`src/rtl/pdb_pkg.sv`:
```
`timescale 1ns / 1ps
`default_nettype none
// ----------------------------------------------------------------------------
// pdb_pkg
// Shared sizes, command and status codes and entry type of the positional
// deque buffer.
// ----------------------------------------------------------------------------
package pdb_pkg;

  // Built storage
  localparam int DEPTH     = 16;
  localparam int DATA_BITS = 32;
  localparam int ADDR_BITS = $clog2(DEPTH);
  localparam int CNT_BITS  = $clog2(DEPTH + 1);

  // Field widths
  localparam int CMD_BITS    = 3;
  localparam int POS_BITS    = 5;
  localparam int SIZE_BITS   = 8;
  localparam int STATUS_BITS = 3;
  localparam int CAP_BITS    = 5;

  // Command codes
  localparam logic [CMD_BITS-1:0] CMD_INS_FRONT = 3'd0;
  localparam logic [CMD_BITS-1:0] CMD_INS_BACK  = 3'd1;
  localparam logic [CMD_BITS-1:0] CMD_INS_AT    = 3'd2;
  localparam logic [CMD_BITS-1:0] CMD_EXT_FRONT = 3'd3;
  localparam logic [CMD_BITS-1:0] CMD_EXT_BACK  = 3'd4;
  localparam logic [CMD_BITS-1:0] CMD_EXT_AT    = 3'd5;

  // Status codes
  localparam logic [STATUS_BITS-1:0] STS_OK    = 3'd0;
  localparam logic [STATUS_BITS-1:0] STS_FULL  = 3'd1;
  localparam logic [STATUS_BITS-1:0] STS_EMPTY = 3'd2;
  localparam logic [STATUS_BITS-1:0] STS_RANGE = 3'd3;
  localparam logic [STATUS_BITS-1:0] STS_ZERO  = 3'd4;

  // Capacity after reset
  localparam logic [CAP_BITS-1:0] CAP_RESET = CAP_BITS'(DEPTH);

  // One stored entry
  typedef struct packed {
    logic [DATA_BITS-1:0] data;
    logic [SIZE_BITS-1:0] size;
  } entry_t;

endpackage
`default_nettype wire

```
`src/rtl/positional_deque_buffer.sv`:
```
`timescale 1ns / 1ps
`default_nettype none
// ----------------------------------------------------------------------------
// positional_deque_buffer
// Ordered buffer of tagged entries with insert and extract at the front, the
// back or a logical position, kept in one synchronous RAM.
// ----------------------------------------------------------------------------
// Entries sit in logical order in a single-port-read, single-port-write RAM,
// front at address 0. A positional insert or extract moves the entries behind
// the position one RAM slot per cycle (read one, write the neighbor, overlapped);
// the single RAM port and its registered read set this rate. An append at the
// back moves no entries and only writes the new one. Rejected or unused
// commands give their result the cycle after acceptance and can follow back to
// back. The result sits in an output register, so a new transaction is taken
// in the same cycle a waiting result is taken. Capacity is written through the
// configuration channel while idle; 0 acts as 1.
// ----------------------------------------------------------------------------
module positional_deque_buffer (
  input  wire                                  clk,
  input  wire                                  rst,
  // configuration channel
  input  wire                                  cfg_valid,
  output logic                                 cfg_ready,
  input  wire  [pdb_pkg::CAP_BITS-1:0]         cfg_data,
  // command channel
  input  wire                                  in_valid,
  output logic                                 in_ready,
  input  wire  [pdb_pkg::CMD_BITS-1:0]         command,
  input  wire  [pdb_pkg::POS_BITS-1:0]         position,
  input  wire  [pdb_pkg::DATA_BITS-1:0]        entry_data,
  input  wire  [pdb_pkg::SIZE_BITS-1:0]        entry_size,
  // result channel
  output logic                                 out_valid,
  input  wire                                  out_ready,
  output logic [pdb_pkg::DATA_BITS-1:0]        taken_data,
  output logic [pdb_pkg::SIZE_BITS-1:0]        taken_size,
  output logic [pdb_pkg::STATUS_BITS-1:0]      status,
  output logic [pdb_pkg::CNT_BITS-1:0]         occupancy,
  output logic                                 is_empty,
  output logic                                 is_full
);

  localparam logic [1:0] ST_IDLE = 2'd0;
  localparam logic [1:0] ST_INS  = 2'd1;
  localparam logic [1:0] ST_EXT  = 2'd2;

  localparam logic [pdb_pkg::CNT_BITS-1:0] CNT_DEPTH = pdb_pkg::CNT_BITS'(pdb_pkg::DEPTH);
  localparam logic [pdb_pkg::CNT_BITS-1:0] CNT_ONE   = pdb_pkg::CNT_BITS'(1);

  // Control state
  logic [1:0]                       state;
  logic [pdb_pkg::CNT_BITS-1:0]     count;
  logic [pdb_pkg::CAP_BITS-1:0]     cap;
  logic [pdb_pkg::CNT_BITS-1:0]     left;
  logic                             wr_pend;
  logic                             take_pend;
  logic                             first_rd;
  logic [pdb_pkg::ADDR_BITS-1:0]    rd_addr;
  logic [pdb_pkg::ADDR_BITS-1:0]    wr_addr;
  logic [pdb_pkg::ADDR_BITS-1:0]    ins_pos;
  pdb_pkg::entry_t                  ins_entry;

  // RAM
  pdb_pkg::entry_t                  mem [pdb_pkg::DEPTH];
  pdb_pkg::entry_t                  q;
  logic                             mem_re;
  logic                             mem_we;
  logic [pdb_pkg::ADDR_BITS-1:0]    mem_waddr;
  pdb_pkg::entry_t                  mem_wdata;

  // Decode
  logic                             in_fire;
  logic                             is_ins;
  logic                             is_ext;
  logic                             full_now;
  logic [pdb_pkg::CNT_BITS-1:0]     eff_cap;
  logic [pdb_pkg::CNT_BITS-1:0]     ins_p;
  logic [pdb_pkg::CNT_BITS-1:0]     ext_p;
  logic [pdb_pkg::STATUS_BITS-1:0]  chk_status;
  logic                             shift_done;
  logic [pdb_pkg::CNT_BITS-1:0]     count_done;
  logic                             result_set;

  assign cfg_ready = (state == ST_IDLE);
  assign in_ready  = (state == ST_IDLE) && (!out_valid || out_ready);
  assign in_fire   = in_valid && in_ready;

  // Effective capacity: 0 acts as 1, above the built depth acts as the depth
  always_comb begin
    if (cap == '0) begin
      eff_cap = CNT_ONE;
    end else if (pdb_pkg::CNT_BITS'(cap) > CNT_DEPTH) begin
      eff_cap = CNT_DEPTH;
    end else begin
      eff_cap = pdb_pkg::CNT_BITS'(cap);
    end
  end

  assign full_now = (count >= eff_cap) || (count >= CNT_DEPTH);

  // Command checks and target position
  always_comb begin
    is_ins     = 1'b0;
    is_ext     = 1'b0;
    ins_p      = '0;
    ext_p      = '0;
    chk_status = pdb_pkg::STS_OK;
    unique case (command)
      pdb_pkg::CMD_INS_FRONT, pdb_pkg::CMD_INS_BACK, pdb_pkg::CMD_INS_AT: begin
        if (command == pdb_pkg::CMD_INS_BACK) begin
          ins_p = count;
        end else if (command == pdb_pkg::CMD_INS_AT) begin
          ins_p = (pdb_pkg::CNT_BITS'(position) > count) ? count
                                                         : pdb_pkg::CNT_BITS'(position);
        end
        if (full_now) begin
          chk_status = pdb_pkg::STS_FULL;
        end else if (entry_size == '0) begin
          chk_status = pdb_pkg::STS_ZERO;
        end else begin
          is_ins = 1'b1;
        end
      end
      pdb_pkg::CMD_EXT_FRONT, pdb_pkg::CMD_EXT_BACK, pdb_pkg::CMD_EXT_AT: begin
        if (command == pdb_pkg::CMD_EXT_BACK) begin
          ext_p = count - CNT_ONE;
        end else if (command == pdb_pkg::CMD_EXT_AT) begin
          ext_p = pdb_pkg::CNT_BITS'(position);
        end
        if (count == '0) begin
          chk_status = pdb_pkg::STS_EMPTY;
        end else if (ext_p >= count) begin
          chk_status = pdb_pkg::STS_RANGE;
        end else begin
          is_ext = 1'b1;
        end
      end
      default: begin
      end
    endcase
  end

  // RAM port control
  assign mem_re     = (state != ST_IDLE) && (left != '0);
  assign shift_done = (state != ST_IDLE) && (left == '0) && !wr_pend;
  assign count_done = (state == ST_INS) ? count + CNT_ONE : count - CNT_ONE;

  // A result is ready after a reject, an unused command or a finished shift
  assign result_set = (in_fire && !is_ins && !is_ext) || shift_done;

  always_comb begin
    mem_we    = 1'b0;
    mem_waddr = wr_addr;
    mem_wdata = q;
    if (state == ST_INS) begin
      if (wr_pend) begin
        mem_we = 1'b1;
      end else if (left == '0) begin
        mem_we    = 1'b1;
        mem_waddr = ins_pos;
        mem_wdata = ins_entry;
      end
    end else if (state == ST_EXT) begin
      mem_we = wr_pend && !take_pend;
    end
  end

  // RAM, registered read
  always_ff @(posedge clk) begin
    if (mem_we) begin
      mem[mem_waddr] <= mem_wdata;
    end
    if (mem_re) begin
      q <= mem[rd_addr];
    end
  end

  // Sequencer and count
  always_ff @(posedge clk) begin
    if (rst) begin
      state     <= ST_IDLE;
      count     <= '0;
      cap       <= pdb_pkg::CAP_RESET;
      left      <= '0;
      wr_pend   <= 1'b0;
      take_pend <= 1'b0;
      first_rd  <= 1'b0;
      out_valid <= 1'b0;
    end else begin
      if (cfg_valid && cfg_ready) begin
        cap <= cfg_data;
      end
      if (result_set) begin
        out_valid <= 1'b1;
      end else if (out_valid && out_ready) begin
        out_valid <= 1'b0;
      end
      unique case (state)
        ST_IDLE: begin
          if (in_fire) begin
            if (is_ins) begin
              state    <= ST_INS;
              left     <= count - ins_p;
              rd_addr  <= pdb_pkg::ADDR_BITS'(count - CNT_ONE);
              ins_pos  <= pdb_pkg::ADDR_BITS'(ins_p);
            end else if (is_ext) begin
              state    <= ST_EXT;
              left     <= count - ext_p;
              rd_addr  <= pdb_pkg::ADDR_BITS'(ext_p);
              first_rd <= 1'b1;
            end
          end
        end
        ST_INS, ST_EXT: begin
          wr_pend   <= mem_re;
          take_pend <= mem_re && first_rd;
          if (mem_re) begin
            left     <= left - CNT_ONE;
            first_rd <= 1'b0;
            if (state == ST_INS) begin
              wr_addr <= rd_addr + 1'b1;
              rd_addr <= rd_addr - 1'b1;
            end else begin
              wr_addr <= rd_addr - 1'b1;
              rd_addr <= rd_addr + 1'b1;
            end
          end
          if (shift_done) begin
            state     <= ST_IDLE;
            count     <= count_done;
          end
        end
        default: begin
          state <= ST_IDLE;
        end
      endcase
    end
  end

  // Result payload and captured insert entry
  always_ff @(posedge clk) begin
    if (in_fire) begin
      ins_entry.data <= entry_data;
      ins_entry.size <= entry_size;
      taken_data     <= '0;
      taken_size     <= '0;
      status         <= chk_status;
      occupancy      <= count;
      is_empty       <= (count == '0);
      is_full        <= (count >= eff_cap);
    end
    if (state == ST_EXT && take_pend) begin
      taken_data <= q.data;
      taken_size <= q.size;
    end
    if (shift_done) begin
      status    <= pdb_pkg::STS_OK;
      occupancy <= count_done;
      is_empty  <= (count_done == '0);
      is_full   <= (count_done >= eff_cap);
    end
  end

  // Checks
  a_busy_no_result: assert property (@(posedge clk) disable iff (rst)
    (state != ST_IDLE) |-> !out_valid)
    else $error("result shown while a shift is running");

  a_count_bound: assert property (@(posedge clk) disable iff (rst)
    count <= CNT_DEPTH)
    else $error("entry count above built depth");

  a_ins_room: assert property (@(posedge clk) disable iff (rst)
    (state == ST_INS) |-> (count < CNT_DEPTH))
    else $error("insert running on a full buffer");

  a_ext_nonempty: assert property (@(posedge clk) disable iff (rst)
    (state == ST_EXT) |-> (count != '0))
    else $error("extract running on an empty buffer");

  a_done_result: assert property (@(posedge clk) disable iff (rst)
    shift_done |=> (out_valid && (status == pdb_pkg::STS_OK)))
    else $error("finished shift gave no ok result");

endmodule
`default_nettype wire

```
`config.mk`:
```
export PLATFORM = sky130hd
export DESIGN_NAME = positional_deque_buffer
export DESIGN_NICKNAME = d
export VERILOG_FILES = /design/src/rtl/pdb_pkg.sv /design/src/rtl/positional_deque_buffer.sv
export SDC_FILE = /design/constraint.sdc
export NUM_CORES = 1
export LEC_CHECK = 0
export BUFFER_PORTS_ARGS = -buffer_cell sky130_fd_sc_hd__buf_2
export CAP_MARGIN = 20
export CORE_MARGIN = 5
export CORE_UTILIZATION = 66
export DETAILED_ROUTE_END_ITERATION = 8
export PLACE_DENSITY = 0.8
export SYNTH_ARGS = -nofsm -noshare
export SYNTH_HDL_FRONTEND = slang
export SYNTH_SLANG_ARGS = --single-unit
```
`constraint.sdc`:
```
create_clock -name clk -period 9.3 [get_ports clk]
set_input_delay 0.465 -clock clk [delete_from_list [all_inputs] [get_ports clk]]
set_output_delay 0.465 -clock clk [all_outputs]
set_load 0.05 [all_outputs]
```
==> flow_summary.yaml, run 1 <==
grt:
  antenna_found_initial: 2
  grt_max_degree: 143
  grt_pass1_vias: 18100
  grt_pass1_wl_um: 112000
  overflow: 0
  grt_use_total_pct: 28.0
cts:
  cts_made_buffers: 77
  h-tree-depth: 3
  worstSkewPairLatency_ps: 630
  cts.sinks: 803
  cts_tree: "built"
  root_buffer: "clkbuf_16"
  clockBufferDepth: 3
  clk_pin_slew_ps: 60
placed_design:
  placed_cell_area_um2: 33500
  io_buffers: 110
  gp_congestion: 0.871
  hpwl_um: 38100
timing:
  rsz0062_at_grt: "false"
  max_freq_mhz: 233
  tns_ps: 0
  period_share_pct: 46.2
  relSlewSlack_pct: 22.3
  maxSlewViolCount: 0
  finalClockSkew_ps: 36.0
  max_slew.worst_pin.slew_ps: 1170
  layout_min_cycle_time_ps: 4290
  finalHoldViolCount: 0
  setup_viol: 0
detailed_routing:
  ant_nets: 0
  num_vias: 17800
  wire_per_inst_um: 27.6
  drt_pre_antenna_iters: 6
  first_iter_violations: 1902
  remaining_drc_errors: 0
  drt_wl_total_um: 73700
  viasPerCell: 6.66
synthesis:
  yosys_most_used_dff: "edfxtp_1"
  synth_fa_ha_area_share_pct: 1.38
  ys_types: 61
  syn_inst: 1855
  synth-seq-cells: 803
  ys_warn_count: 0
  synth-xor-area-share_pct: 0.490
  synth-compound-area-share_pct: 5.51
  yosysSeqAreaShare_pct: 74.2
  avgSynthCellArea_um2: 17.3
  netlist_area_um2: 32200
  synth_top_family_by_area: "multiplexers"
  synthMuxAreaShare_pct: 12.3
  post_synth_and_or_nand_nor_area_fraction_pct: 4.52
  syn_nets: 1948
  synthArstFlopShare_pct: 0
  synth_edf_count: 779
setup_path:
  worstSetupStartpointType: "flip-flop"
  critPathKind: "reg -> reg"
  cp-end-kind: "flip-flop"
  required_ps: 9800
  worstPathMaxFanout: 10
  reg2reg_slack_ps: 5010
  cp.arrival_ps: 4800
run:
  maxCapViolCount: 0
final_layout:
  synthToLayoutAreaGrowth_pct: 12.2
  drive_gt1_share_pct: 19.9
  utilization_pct: 74.4
  num-fill-cells: 2715
  seq_area_um2: 23900
  stdcell_area_um2: 36100
  multiInputGateArea_um2: 7950
  final_common_cell: "edfxtp_1"
  final_cell_mix: "779 x edfxtp_1, 165 x mux2i_1, 151 x nand2_1"
  final_nets: 2078
  insertedDiodeCount: 0
outcome:
  status: "completed"
floorplanning:
  chipWidth_um: 231
  start_util_pct: 66.3
  coreArea_um2: 48500
  dieArea_um2: 53300
  ios: 111
  die_h_um: 231
  std_cell_rows: 81
power_and_ir_drop:
  max-vdd-ir-drop_uv: 165
  power.density_nw_per_um2: 220
  p_leak_uw: 0.0126
hold_path:
  hold_class: "in -> reg"
cell usage after synthesis, types with 9 or more instances:
cell,n,area [µm²]
a221oi_1,40,350
mux2_2,46,518
nand3_1,14,70.1
clkbuf_1,63,236
buf_2,32,160
edfxtp_1,779,23400
mux2i_1,165,1650
a21oi_1,75,375
mux4_2,80,1800
and3_1,43,269
inv_1,26,97.6
ha_1,34,425
dfxtp_1,24,480
nor2_1,48,180
nand2_1,152,571
nand2b_1,9,56.3
a31oi_1,10,62.6
a22oi_1,41,308
xnor2_1,12,105
o21ai_0,65,325
worst paths after layout:
path                                      from       endpoint  cells past startpoint
worst min register to register       status[2]      status[2]                      2
worst max register to register        count[4]        left[4]                     17
worst max-delay path                  count[4]        left[4]                     17
worst min-delay path            entry_data[25]  ins_entry[33]                      1
worst max-delay path: stages (launching register included):
cell and delay [ps]:
dfxtp_1 570, clkinv_1 330, ha_1 380, nor2_1 110, a21oi_1 40, o31a_1 140
nor2_1 350, mux2i_1 180, o31ai_1 270, ha_1 180, inv_1 60, fa_1 420
nand3_1 100, nand2_1 120, and3_1 200, a311o_1 320, nor4bb_1 130, a211o_1 290
metrics by stage:
stage | total power (µW) | std cells | setup slack (ps) | hold slack [ps]
2_1_floorplan | 4660 | 1855 | 5430 | 437
5_1_grt | 8200 | 2668 | 4720 | 11.9
3_5_place_dp | 4870 | 2519 | 5040 | 458
4_1_cts | 7960 | 2668 | 5030 | 0.524
6_report | 7930 | 2668 | 5010 | 30.8
3_3_place_gp | 4850 | 2519 | 5060 | 450
kinds of logic (layout without fill, tap and decap cells):
kind of cell / after synthesis / after routing
AOI/OAI and AO/OA: 273 / 273
xor gates and xnor gates: 18 / 18
adders and majority gates: 35 / 35
buffers and inverters: 125 / 316
DFF: 803 / 803
muxes: 291 / 291
and+or+nand+nor: 310 / 310
metal layers:
layer | global-route usage, % | share of wire (%)
met1 | 39.2 | 38
met3 | 4.82 | 9.0
met2 | 45.9 | 50
met5 | 0 | 0
met4 | 9.16 | 2.9
area by class of cell:
type	count	share of cell area (%)
well taps	622	2.16
inverters	27	0.281
clock inverters	44	1.18
repair buffers	149	2.43
flip-flops and latches	803	66.1
multi-input cells	927	22.0
clock buffers	96	5.82
power breakdown:
part / internal, µW / total [µW] / switching (µW)
combinational: 224 / 710 / 485
clock: 1830 / 3120 / 1290
sequential: 4070 / 4100 / 25.5
registers in the layout, indices dropped and copies added, names as in the netlist, 2 cells and up:
register and count:
wr_addr 4, status 3, taken_size 8, count 5, left 5, mem 640
ins_entry 40, taken_data 32, occupancy 5, q 40, ins_pos 4, state 2
cap 5, rd_addr 4
what timing repair did:
item / CTS / global route
hold buffers: 9 / 0
resized for setup: 0 / 0
buffers inserted: 0 / 0
hold endpoints to repair: 9 / 0
Power figures use the tool's default switching activity.
==> inputs of run 2 (changes only) <==
CORE_UTILIZATION = 62   (was 66)
PLACE_DENSITY = 0.76   (was 0.8)
clock period = 4.5 ns   (was 9.3 ns; I/O delays follow)
==> flow_summary.yaml, run 2 (synthesized netlist as in run 1, its figures left out) <==
detailed_routing:
  wire_per_inst_um: 26.5
  first_iter_violations: 2007
  drt_pre_antenna_iters: 7
  ant_nets: 0
  viasPerCell: 6.38
  remaining_drc_errors: 0
  num_vias: 17800
  drt_wl_total_um: 73900
run:
  maxCapViolCount: 0
timing:
  maxSlewViolCount: 0
  max_slew.worst_pin.slew_ps: 986
  tns_ps: 0
  rsz0062_at_grt: "false"
  finalClockSkew_ps: 29.1
  max_freq_mhz: 252
  relSlewSlack_pct: 34.0
  layout_min_cycle_time_ps: 3980
  finalHoldViolCount: 0
  setup_viol: 0
  period_share_pct: 88.4
setup_path:
  worstPathMaxFanout: 9
  worstSetupStartpointType: "flip-flop"
  required_ps: 5020
  cp-end-kind: "flip-flop"
  critPathKind: "reg -> reg"
  cp.arrival_ps: 4490
final_layout:
  fin_cells: 2790
  final_common_cell: "edfxtp_1"
  top_register: "mem"
  reg_top3: "mem: 640 flops, ins_entry: 40 flops, q: 40 flops"
  drive_gt1_share_pct: 20.3
  final_cell_mix: "779 x edfxtp_1, 165 x mux2i_1, 151 x nand2_1"
  final_nets: 2143
  utilization_pct: 71.7
  largest_reg_flops: 640
  insertedDiodeCount: 0
  synthToLayoutAreaGrowth_pct: 14.6
power_and_ir_drop:
  intPower_uw: 12600
  power.density_nw_per_um2: 442
  sw_frac_of_total_pct: 23.0
  seqPwrFrac_pct: 51.9
  max-vdd-ir-drop_uv: 317
  clock_power_share_pct: 38.9
  combPwrFrac_pct: 9.2
  p_sw_uw: 3750
  p_leak_uw: 0.0129
cts:
  ctsResizeCount: 0
  postCtsSetupRepairBufs: 0
  cts.sinks: 803
  root_buffer: "clkbuf_16"
  cts_tree: "built"
  clk_pin_slew_ps: 60
  clockBufferDepth: 3
  worstSkewPairLatency_ps: 620
  cts_made_buffers: 79
  h-tree-depth: 3
floorplanning:
  chipWidth_um: 238
  start_util_pct: 62.6
  ios: 111
  std_cell_rows: 83
  coreArea_um2: 51400
  dieArea_um2: 56600
  die_h_um: 238
placed_design:
  hpwl_um: 39100
  gp_congestion: 0.870
  io_buffers: 110
  placed_cells_incl_taps: 2598
grt:
  use_met3_pct: 3.83
  grt_use_total_pct: 26.1
  antenna_found_initial: 1
  grt_max_degree: 83
  grt-busiest-layer: "met2"
  grt_pass1_vias: 17700
  grt_use_met1_pct: 37.3
  met2_usage_pct: 43.3
  overflow: 0
  grt_pass1_wl_um: 111000
hold_path:
  hold_class: "in -> reg"
outcome:
  status: "completed"
-- run 2: final cells by class --
type,count,area [µm²]
flip-flops and latches,803,23900
multi-input cells,927,7950
clock buffers,93,2110
clock inverters,48,367
repair buffers,212,1620
fillers,3097,14500
well taps,680,851
inverters,27,101
-- run 2: path summary, 6_finish.rpt --
| kind | slack [ps] | end | start | cells past startpoint |
|---|---|---|---|---|
| worst min-delay path | 60 | cap[4] | cfg_valid | 3 |
| worst max-delay path | 520 | left[4] | count[1] | 17 |
| worst max register to register | 520 | left[4] | count[1] | 17 |
| worst min register to register | 480 | status[1] | status[1] | 2 |
-- run 2: routing by layer --
layer	vias to the layer above	wire length, µm
met1	9060	29300
met5	-	0
met4	0	1660
met2	854	36800
met3	118	6190
li1	7764	-
-- run 2: worst max-delay path, cell delays in order, from the launching register on --
cell and delay (ps):
dfxtp_1 560, inv_1 180, ha_1 320, and4_1 180
a21oi_1 150, o31a_1 220, nor2_1 100, mux2i_1 140
o31ai_1 250, ha_1 190, inv_1 60, fa_1 430
nand3_1 100, nand2_1 110, and3_1 190, a311o_1 310
nor4bb_1 130, a211o_1 280
-- run 2: per-stage QoR --
stage,worst slack [ps],hold slack [ps],total power (µW),area [µm²]
after floorplan,627,324,9640,32200
after global routing,306,61.5,16900,36900
after global placement,580,401,10000,33900
after detailed placement,557,403,10100,33900
final,524,57.7,16300,36900
after CTS,525,23.8,16400,36900
-- run 2: power by group through the flow --
stage | registers, µW | clock network (µW) | logic, µW
after global routing | 8470 | 6780 | 1610
after floorplan | 8770 | 0 | 869
after detailed placement | 8620 | 0 | 1450
after global placement | 8620 | 0 | 1420
after CTS | 8460 | 6430 | 1500
final | 8460 | 6340 | 1490
-- run 2: what timing repair did --
item	CTS	global route
endpoints found under the setup margin	0	0
hold buffers	51	0
hold endpoints to repair	46	0
==> inputs of run 3 (changes only) <==
CELL_PAD_IN_SITES_DETAIL_PLACEMENT = 1   (was unset)
CELL_PAD_IN_SITES_GLOBAL_PLACEMENT = 1   (was unset)
CORE_UTILIZATION = 53   (was 62)
PLACE_DENSITY = 0.75   (was 0.76)
==> flow_summary.yaml, run 3 (synthesized netlist as in run 1, its figures left out) <==
outcome:
  status: "completed"
power_and_ir_drop:
  p_leak_uw: 0.0129
  total_power_uw: 16600
  power.density_nw_per_um2: 445
  p_sw_uw: 3870
  sw_frac_of_total_pct: 23.3
  intPower_uw: 12700
  max-vdd-ir-drop_uv: 321
  combPwrFrac_pct: 9.4
  clock_power_share_pct: 39.5
  seqPwrFrac_pct: 51.1
final_layout:
  reg_top3: "mem: 640 flops, ins_entry: 40 flops, q: 40 flops"
  num-fill-cells: 5235
  final_common_cell: "edfxtp_1"
  drive_gt1_share_pct: 20.5
  utilization_pct: 61.8
  final_nets: 2148
  synthToLayoutAreaGrowth_pct: 15.6
  top_register: "mem"
  stdcell_area_um2: 37200
  final_cell_mix: "779 x edfxtp_1, 165 x mux2i_1, 151 x nand2_1"
  largest_reg_flops: 640
timing:
  period_share_pct: 86.2
  max_slew.worst_pin.slew_ps: 1130
  layout_min_cycle_time_ps: 3880
  finalClockSkew_ps: 22.6
  relSlewSlack_pct: 24.6
  rsz0062_at_grt: "false"
  maxSlewViolCount: 0
  setup_viol: 0
  worst_slack_ps: 622
  finalHoldViolCount: 0
  tns_ps: 0
  max_freq_mhz: 258
cts:
  root_buffer: "clkbuf_16"
  cts.sinks: 803
  clockBufferDepth: 3
  cts_made_buffers: 82
  cts_tree: "built"
  h-tree-depth: 3
  worstSkewPairLatency_ps: 620
  clk_pin_slew_ps: 60
  ctsResizeCount: 0
setup_path:
  cp-end-kind: "flip-flop"
  critPathKind: "reg -> reg"
  cp.arrival_ps: 4380
  worstSetupStartpointType: "flip-flop"
  required_ps: 5000
  worstPathMaxFanout: 9
placed_design:
  hpwl_um: 46400
  dp_slack_ps: 654
  placed_cell_area_um2: 34200
  gp_congestion: 0.837
  io_buffers: 110
floorplanning:
  dieArea_um2: 65800
  start_util_pct: 53.4
  chipWidth_um: 256
  coreArea_um2: 60200
  die_h_um: 256
  ios: 111
  std_cell_rows: 90
detailed_routing:
  drt_pre_antenna_iters: 5
  num_vias: 18100
  first_iter_violations: 1619
  wire_per_inst_um: 28.5
  ant_nets: 0
  viasPerCell: 6.26
  drt_wl_total_um: 82400
  remaining_drc_errors: 0
hold_path:
  hold_class: "in -> reg"
grt:
  grt_use_total_pct: 24.9
  antenna_found_initial: 4
  overflow: 0
  grt_pass1_wl_um: 124000
  grt_pass1_vias: 19400
  grt_max_degree: 85
run:
  maxCapViolCount: 0
==> run 3: changes by cell type in the layout (fill, tap and decap cells not counted), sizes merged <==
cell / change
clkbuf: +13
clkinv: -7
buf: +3
clkinvlp: -3
inv: -2
diode: +1
dlygate4sd3: -1
==> run 3: stage by stage <==
stage	hold slack [ps]	cells
global route	53.6	2896
detailed placement	404	2703
floorplan	324	1855
CTS	10.6	2895
global placement	402	2703
finish	49.1	2896
==> run 3: critical path: stages (launching register included) <==
cell	delay, ps
dfxtp_1	320
nor3_1	230
nor2_1	60
nor2_1	190
ha_1	260
nor3b_1	210
o21ai_1	150
a21o_4	280
o31ai_1	230
ha_1	200
inv_1	70
fa_1	420
nand3_1	110
nand2_1	110
and3_1	190
a311o_1	320
nor4bb_1	130
a211o_1	290
==> run 3: final cells by class <==
type,instances,area (µm²),share of cell area [%]
antenna,1,2.50,0.00673
clock buffer,106,2240,6.01
clock inverter,36,309,0.831
inverter,27,101,0.272
multi-input combinational,927,7960,21.4
sequential,803,23900,64.2
tap,782,978,2.63
timing repair buffer,214,1740,4.69
==> run 3: power by group through the flow <==
stage               logic [µW]  clock network (µW)  registers (µW)
finish                    1560                6550            8470
global route              1670                7040            8470
CTS                       1560                6660            8470
detailed placement        1510                   0            8630
global placement          1460                   0            8620
floorplan                  869                   0            8770
==> run 3: metal layers <==
| layer | track usage [%] | vias up | wire [µm] |
|---|---|---|---|
| li1 | - | 7764 | - |
| met1 | 33.8 | 9586 | 33400 |
| met2 | 42.9 | 643 | 42100 |
| met3 | 3.75 | 126 | 5120 |
| met4 | 6.62 | 0 | 1770 |
| met5 | 0 | - | 0 |
==> run 3: path summary, 6_finish.rpt <==
check,startpoint,endpoint,slack (ps),cells past startpoint
worst min-delay path,cfg_valid,cap[4],50,3
worst max-delay path,cap[1],left[4],620,17
worst max register to register,cap[1],left[4],620,17
worst min register to register,status[2],status[2],460,2
==> run 3: repair_timing <==
| action | in CTS | in global routing |
|---|---|---|
| hold buffers | 50 | 0 |
| hold endpoints to repair | 46 | 0 |
| buffers inserted | 0 | 0 |
